**config.mk**
```make
export PLATFORM = sky130hd
export DESIGN_NAME = ssg_front
export DESIGN_NICKNAME = d
export VERILOG_FILES = /design/src/rtl/core/ssg_pkg.sv /design/src/rtl/core/ssg_front.sv
export SDC_FILE = /design/constraint.sdc
export NUM_CORES = 1
export LEC_CHECK = 0
export BUFFER_PORTS_ARGS = -buffer_cell sky130_fd_sc_hd__buf_4
export CELL_PAD_IN_SITES_DETAIL_PLACEMENT = 2
export CELL_PAD_IN_SITES_GLOBAL_PLACEMENT = 2
export CORE_UTILIZATION = 39
export CTS_CLUSTER_SIZE = 30
export DETAILED_ROUTE_END_ITERATION = 12
export GPL_TIMING_DRIVEN = 0
export HOLD_SLACK_MARGIN = 0.05
export PLACE_DENSITY_LB_ADDON = 0.1
export SLEW_MARGIN = 20
export SYNTH_ARGS = -nofsm -noshare
export SYNTH_HDL_FRONTEND = slang
export SYNTH_SLANG_ARGS = --single-unit
```
**constraint.sdc**
```tcl
create_clock -name clk -period 6.65 [get_ports clk]
set_input_delay 0.3325 -clock clk [delete_from_list [all_inputs] [get_ports clk]]
set_output_delay 0.3325 -clock clk [all_outputs]
set_load 0.05 [all_outputs]
```
**src/rtl/core/ssg_pkg.sv**
```systemverilog
package ssg_pkg;

    // defaults for the top-level parameters
    localparam int HISTORY_DEPTH_DEF = 16;
    localparam int WEIGHT_BITS_DEF   = 24;

    // fixed field widths
    localparam int TIME_BITS     = 32;
    localparam int WIN_BITS      = 16;
    localparam int HLEN_BITS     = 5;
    localparam int STEP_BITS     = 23;
    localparam int RCNT_BITS     = 16;
    localparam int RATE_BITS     = 32;
    localparam int QUO_BITS      = 33;
    localparam int CFG_IDX_BITS  = 2;
    localparam int CFG_DATA_BITS = 23;

    // register reset values
    localparam logic [HLEN_BITS-1:0] HLEN_RST = 5'd16;
    localparam logic [STEP_BITS-1:0] STEP_RST = '0;
    localparam logic [WIN_BITS-1:0]  WIN_RST  = 16'd1000;
    localparam logic [WIN_BITS-1:0]  HOLD_RST = 16'd500;

    typedef enum logic [CFG_IDX_BITS-1:0] {
        CFG_HISTORY_LEN = 2'd0,
        CFG_MAX_STEP    = 2'd1,
        CFG_RATE_WINDOW = 2'd2,
        CFG_HOLD_TIME   = 2'd3
    } cfg_idx_t;

    typedef struct packed {
        logic [HLEN_BITS-1:0] history_len;
        logic [STEP_BITS-1:0] max_step;
        logic [WIN_BITS-1:0]  rate_window;
        logic [WIN_BITS-1:0]  hold_time;
        logic                 hlen_written;
    } cfg_t;

    typedef enum logic [3:0] {
        ST_IDLE,
        ST_GATE,
        ST_FSET,
        ST_RADDR,
        ST_RLOAD,
        ST_ACC,
        ST_MSET,
        ST_MUL,
        ST_PREP,
        ST_DIVGO,
        ST_DIV,
        ST_FIN
    } back_state_t;

    typedef struct packed {
        logic ram_we;
        logic take;
        logic div_start;
    } back_ctl_t;

endpackage

```
**src/rtl/core/ssg_front.sv**
```systemverilog
module ssg_front #(
    parameter int WEIGHT_BITS = 24
) (
    input  logic                           clk,
    input  logic                           rst_n,
    input  logic                           push,
    output logic                           full,
    input  logic                           operation,
    input  logic signed [WEIGHT_BITS-1:0]  sample_grams,
    input  logic [ssg_pkg::TIME_BITS-1:0]  sample_time,
    input  logic                           sample_stable,
    input  logic                           sample_finite,
    input  logic [ssg_pkg::TIME_BITS-1:0]  query_time,
    output logic                           item_valid,
    input  logic                           take,
    output logic                           item_push,
    output logic signed [WEIGHT_BITS-1:0]  item_grams,
    output logic [ssg_pkg::TIME_BITS-1:0]  item_time,
    output logic                           item_stable,
    output logic                           item_finite,
    output logic [ssg_pkg::TIME_BITS-1:0]  item_qtime
);
    import ssg_pkg::*;

    // two-entry request queue; entries tagged push or query on entry
    logic                   is_push_reg [2];
    logic [WEIGHT_BITS-1:0] grams_reg   [2];
    logic [TIME_BITS-1:0]   time_reg    [2];
    logic                   stable_reg  [2];
    logic                   finite_reg  [2];
    logic [TIME_BITS-1:0]   qtime_reg   [2];
    logic       wr_ptr_reg, wr_ptr_next;
    logic       rd_ptr_reg, rd_ptr_next;
    logic [1:0] cnt_reg, cnt_next;
    logic       wr_en;

    assign full       = (cnt_reg == 2'd2);
    assign item_valid = (cnt_reg != 2'd0);
    assign wr_en      = push && !full;

    always_comb
    begin
        wr_ptr_next = wr_en ? ~wr_ptr_reg : wr_ptr_reg;
        rd_ptr_next = take  ? ~rd_ptr_reg : rd_ptr_reg;
        cnt_next    = cnt_reg + 2'(wr_en) - 2'(take);
    end

    always_ff @(posedge clk or negedge rst_n)
    begin
        if (!rst_n)
        begin
            wr_ptr_reg <= 1'b0;
            rd_ptr_reg <= 1'b0;
            cnt_reg    <= 2'd0;
        end
        else
        begin
            wr_ptr_reg <= wr_ptr_next;
            rd_ptr_reg <= rd_ptr_next;
            cnt_reg    <= cnt_next;
        end
    end

    always_ff @(posedge clk)
    begin
        if (wr_en)
        begin
            is_push_reg[wr_ptr_reg] <= !operation;
            grams_reg[wr_ptr_reg]   <= sample_grams;
            time_reg[wr_ptr_reg]    <= sample_time;
            stable_reg[wr_ptr_reg]  <= sample_stable;
            finite_reg[wr_ptr_reg]  <= sample_finite;
            qtime_reg[wr_ptr_reg]   <= query_time;
        end
    end

    assign item_push   = is_push_reg[rd_ptr_reg];
    assign item_grams  = grams_reg[rd_ptr_reg];
    assign item_time   = time_reg[rd_ptr_reg];
    assign item_stable = stable_reg[rd_ptr_reg];
    assign item_finite = finite_reg[rd_ptr_reg];
    assign item_qtime  = qtime_reg[rd_ptr_reg];
endmodule

```
== Word level (Yosys, flattened, before mapping) ==
Memory sizes are Yosys's and may differ from the RTL's.
Cells that the tools add are included.

* Flip-flop bits (word level): 4
* Memory bits (writable): 182
* Input bits: 95
* Output and inout port bits: 93
* Logic and storage cells: 20
* Memories: 6

* Add/subtract/negate cells: 2
* Equal/unequal tests: 1
* Multiplexer cells: 2
* Bitwise gates (word level): 2
* Reductions and logical operators: 4

{| class="wikitable"
|+ Memories
! name !! depth !! bits a word !! read ports !! clocked after memory_dff !! wr ports !! line !! RTL
|-
| qtime_reg || 2 || 32 || 1 || 0 || 1 || ssg_front.sv:31 || <nowiki>logic [TIME_BITS-1:0] qtime_reg [2];</nowiki>
|-
| time_reg || 2 || 32 || 1 || 0 || 1 || ssg_front.sv:28 || <nowiki>logic [TIME_BITS-1:0] time_reg [2];</nowiki>
|-
| grams_reg || 2 || 24 || 1 || 0 || 1 || ssg_front.sv:27 || <nowiki>logic [WEIGHT_BITS-1:0] grams_reg [2];</nowiki>
|-
| finite_reg || 2 || 1 || 1 || 0 || 1 || ssg_front.sv:30 || <nowiki>logic finite_reg [2];</nowiki>
|-
| is_push_reg || 2 || 1 || 1 || 0 || 1 || ssg_front.sv:26 || <nowiki>logic is_push_reg [2];</nowiki>
|-
| stable_reg || 2 || 1 || 1 || 0 || 1 || ssg_front.sv:29 || <nowiki>logic stable_reg [2];</nowiki>
|}

{| class="wikitable"
|+ Operators by type and width
! kind !! count
|-
| $add 2x1->2 || 1
|-
| $eq 2x2->1 const B || 1
|-
| $logic_not 1->1 || 2
|-
| $mux 1 || 2
|-
| $not 1->1 || 2
|-
| $reduce_bool 2->1 || 1
|-
| $sub 2x1->2 || 1
|-
| $logic_and 1x1->1 || 1
|}

== Longest topological paths before layout ==
* Depth in word-level cells: 5
* Gate-level depth with buffers: 7
* Mapped depth without buffers: 7

== Worst setup path before layout ==
No wires, ideal clock.

* Path kind: register -> register
* Start: register cnt_reg[1]
* End: memory finite_reg[0] (enable)
* Setup time: 541 ps
* Arrival time: 4379 ps
* Required time: 6109 ps
* Path slack: 1730 ps
* Stages on the path, launching flop included: 4
* Buffers on the path: 0
* Clock period less this slack: 4920 ps
* Cells stage by stage: dfrtp_1 -> nand2b_1 -> nand2_1 -> nor2_1

* Longest elaborated chain between the ends: 5

{| class="wikitable"
|+ Ends and longest elaborated chain
! item !! line !! RTL
|-
| start, declared || ssg_front.sv:34 || <nowiki>logic [1:0] cnt_reg, cnt_next;</nowiki>
|-
| start signal, assigned || ssg_front.sv:60 || <nowiki>cnt_reg <= cnt_next;</nowiki>
|-
| $eq 2x2->1 || ssg_front.sv:37 || <nowiki>assign full = (cnt_reg == 2'd2);</nowiki>
|-
| $logic_not 1->1 || ssg_front.sv:39 || <nowiki>assign wr_en = push && !full;</nowiki>
|-
| $logic_and 1x1->1 || ssg_front.sv:39 ||
|-
| $mux 1 || ssg_front.sv:66 || <nowiki>if (wr_en)</nowiki>
|-
| $mux 1 (implied by the code) || ssg_front.sv:72 || <nowiki>finite_reg[wr_ptr_reg] <= sample_finite;</nowiki>
|-
| end, declared || ssg_front.sv:30 ||
|}

No other way between the ends.

== Worst setup path after layout ==
* Start: register rd_ptr_reg
* End: output port item_time[0] (netlist bit)

* Longest elaborated chain between the ends: 1

{| class="wikitable"
|+ Ends and longest elaborated chain
! item !! line !! RTL
|-
| start, declared || ssg_front.sv:33 || <nowiki>logic rd_ptr_reg, rd_ptr_next;</nowiki>
|-
| start signal, assigned || ssg_front.sv:59 || <nowiki>rd_ptr_reg <= rd_ptr_next;</nowiki>
|-
| $mem_v2 2x32 || - ||
|-
| end, declared || ssg_front.sv:18 || <nowiki>output logic [ssg_pkg::TIME_BITS-1:0] item_time,</nowiki>
|}

No other way between the ends.

==> impl_metrics.py <==
metrics = {
    "timing": {
        "fin_crit_sh_pct": 30.96,
        "final-max-slew-violation-count": 0,
        "setup_slack_ps": 4591,
        "fin_crit_ps": 2059,
        "tns_ps": 0,
        "hold_violations": 0,
        "grt_setup_unrepaired": "false",
        "slew_headroom_pct": 52.31,
        "worst_pin_slew_ps": 715.4,
        "setup_viol": 0,
        "clock_skew_ps": 10.07,
        "fmax_mhz": 485.6,
    },
    "placed_design": {
        "place.detailed.hpwl_um": 10340,
        "pre_cts_slack_ps": 4668,
        "port_buffers": 187,
        "gp_congestion": 0.6604,
    },
    "floorplanning": {
        "dieWidth_um": 137.5,
        "coreArea_um2": 17960,
        "fp-row-count": 49,
        "io_pins": 188,
        "die_h_um": 137.5,
        "dieArea_um2": 18920,
        "initial_utilization_pct": 39.88,
    },
    "setup_path": {
        "end_kind": "primary output",
        "crit_required_ps": 6320,
        "worst_path_max_delay_cell": "dfrtp_1",
        "crit_path_max_incr_delay_ps": 360,
        "cp_data_arrival_time_ps": 1730,
        "path_class": "register to primary output",
        "cp-start-kind": "register",
        "crit_fanout": 10,
        "path_cells": "buf_6, buf_12, mux2_4, buf_4",
    },
    "final_layout": {
        "fin_nets": 610,
        "antennaDiodeCount": 0,
        "finalCoreUtilization_pct": 53.36,
        "fillers": 1585,
        "area_growth_pct": 33.79,
        "drive_above_1_share_pct": 61.98,
    },
    "global_route": {
        "overflow": 0,
        "track_usage_pct": 16.33,
        "grt_max_degree": 47,
        "antenna_found_initial": 0,
        "grt_pass1_vias": 3903,
        "grt_pass1_wl_um": 21910,
    },
    "cts": {
        "cts_buffers": 17,
        "cts_setup_buffers": 0,
        "cts_num_sinks": 186,
        "clk_latency_ps": 430,
        "clock_path_buffers": 2,
        "cts_tree": "built",
        "h-tree-depth": 4,
        "clkTransAtPathRegs_ps": 70,
        "root_buffer": "clkbuf_16",
    },
    "routing": {
        "routed_wl_um": 14810,
        "via_count": 3512,
        "drtPass1Iterations": 4,
        "drt_iter0_drc": 135,
        "post_drt_wl_per_cell_um": 19.62,
        "vias_per_cell": 4.652,
        "ant_nets": 0,
        "post-route-drc-count": 0,
    },
    "power": {
        "vdd_ir_drop_max_uv": 255.7,
        "power_density_nw_per_um2": 528.4,
        "p_leak_nw": 3.825,
    },
    "min_path": {
        "holdCritPathClass": "input port to register",
    },
    "logic_synthesis": {
        "synth_cell_types": 16,
        "ys_seq_elements": 186,
        "synthCells": 301,
        "syn_area_um2": 7164,
        "synth.avg_cell_area_um2": 23.80,
        "syn_nets": 398,
        "ys.warnings.count": 0,
        "ys_seq_area_share_pct": 77.68,
    },
    "status": {
        "status": "finished clean",
    },
    "flow_run": {
        "drv_cap": 0,
    },
}
## logic make-up (layout without fill, tap and decap cells)
kind of cell,Yosys count,after routing,synth area share (%)
XOR/XNOR,4,4,0.4891
adder cells (fa/ha/maj),2,2,0.3492
buffers and inverters,13,238,2.619
flip-flops,186,186,77.68
multiplexers,91,91,18.49
AND/OR/NAND/NOR,5,5,0.3668
## Yosys cell counts
cell type,number,area share [%]
buf_12,8,2.2
nand2b_1,1,0.087
xnor2_1,3,0.37
ha_1,2,0.35
edfxtp_1,182,76
mux2_4,80,17
buf_6,1,0.16
inv_1,3,0.16
mux2_2,11,1.7
nor2_1,1,0.052
dfrtp_1,4,1.4
buf_2,1,0.070
and3_1,1,0.087
nand2_1,1,0.052
or2_2,1,0.087
xor2_1,1,0.12
## path summary, 6_finish.rpt
| path | startpoint | end | cells past startpoint | slack, ps |
|---|---|---|---|---|
| hold reg to reg | cnt_reg[0] | cnt_reg[0] | 1 | 550 |
| min in group asynchronous | rst_n | wr_ptr_reg | 2 | 240 |
| setup reg to reg | cnt_reg[0] | grams_reg[0][10] | 5 | 4700 |
| hold / removal | sample_grams[18] | grams_reg[0][18] | 1 | 90 |
| setup / recovery | rd_ptr_reg | item_time[0] | 4 | 4590 |
| max in group asynchronous | rst_n | cnt_reg[1] | 2 | 6310 |
## routing by layer
metal	vias to the layer above	global-route usage (%)	wire, um
met1	1766	17.33	5429
met5	-	0	0
met4	0	6.960	221
li1	1615	-	-
met2	116	28.87	8012
met3	15	6.107	1149
## repair_timing
action                    CTS  global route
gates resized for setup     0             0
hold buffers                1             0
hold endpoints to repair    4             0
## metrics by stage
stage / cells / power (mW) / hold WS [ps] / area [um2]
global route: 755 / 5.266 / 63.38 / 9585
finish: 755 / 5.065 / 85.31 / 9585
CTS: 755 / 5.148 / 60.34 / 9585
floorplan: 301 / 3.468 / 36.91 / 7164
detailed placement: 722 / 4.123 / 136.1 / 8990
global placement: 717 / 4.062 / 132.9 / 8855
## placed cells by master, fill, tap and decap left out
master and n:
buf_4 187, edfxtp_1 182, mux2_4 80, clkbuf_16 17, mux2_2 11, buf_12 10, inv_6 8, dfrtp_1 4
xnor2_1 3, inv_1 3, buf_16 3, ha_1 2, bufinv_16 2, clkinv_4 2, clkinv_1 2, buf_2 1
buf_6 1, nand2b_1 1, nand2_1 1, and3_4 1, or2_2 1, nor2_4 1, xor2_1 1, clkinv_2 1
dlygate4sd3_1 1
## critical path: cells and delay by family (launching register included)
| kind | cells | cell delay, ps |
|---|---|---|
| multiplexers | 1 | 310 |
| flip-flops | 1 | 360 |
| buffers and inverters | 3 | 620 |
## layout make-up
type | count | area (um2) | area share [%]
flip-flops and latches | 186 | 5565 | 58.06
repair buffers | 193 | 1536 | 16.03
multi-input cells | 102 | 1424 | 14.85
clock buffers | 17 | 425.4 | 4.438
well taps | 229 | 286.5 | 2.989
plain buffers | 10 | 176.4 | 1.840
clock inverters | 15 | 160.2 | 1.671
inverters | 3 | 11.26 | 0.1175
## power by group
group | internal [mW] | switching [mW] | leakage, nW
clock | 0.562 | 0.449 | 0.289
sequential | 1.60 | 0.0735 | 1.74
combinational | 0.913 | 1.47 | 1.80
total | 3.08 | 1.99 | 3.82
No activity file was read; power rests on OpenSTA's default activity.
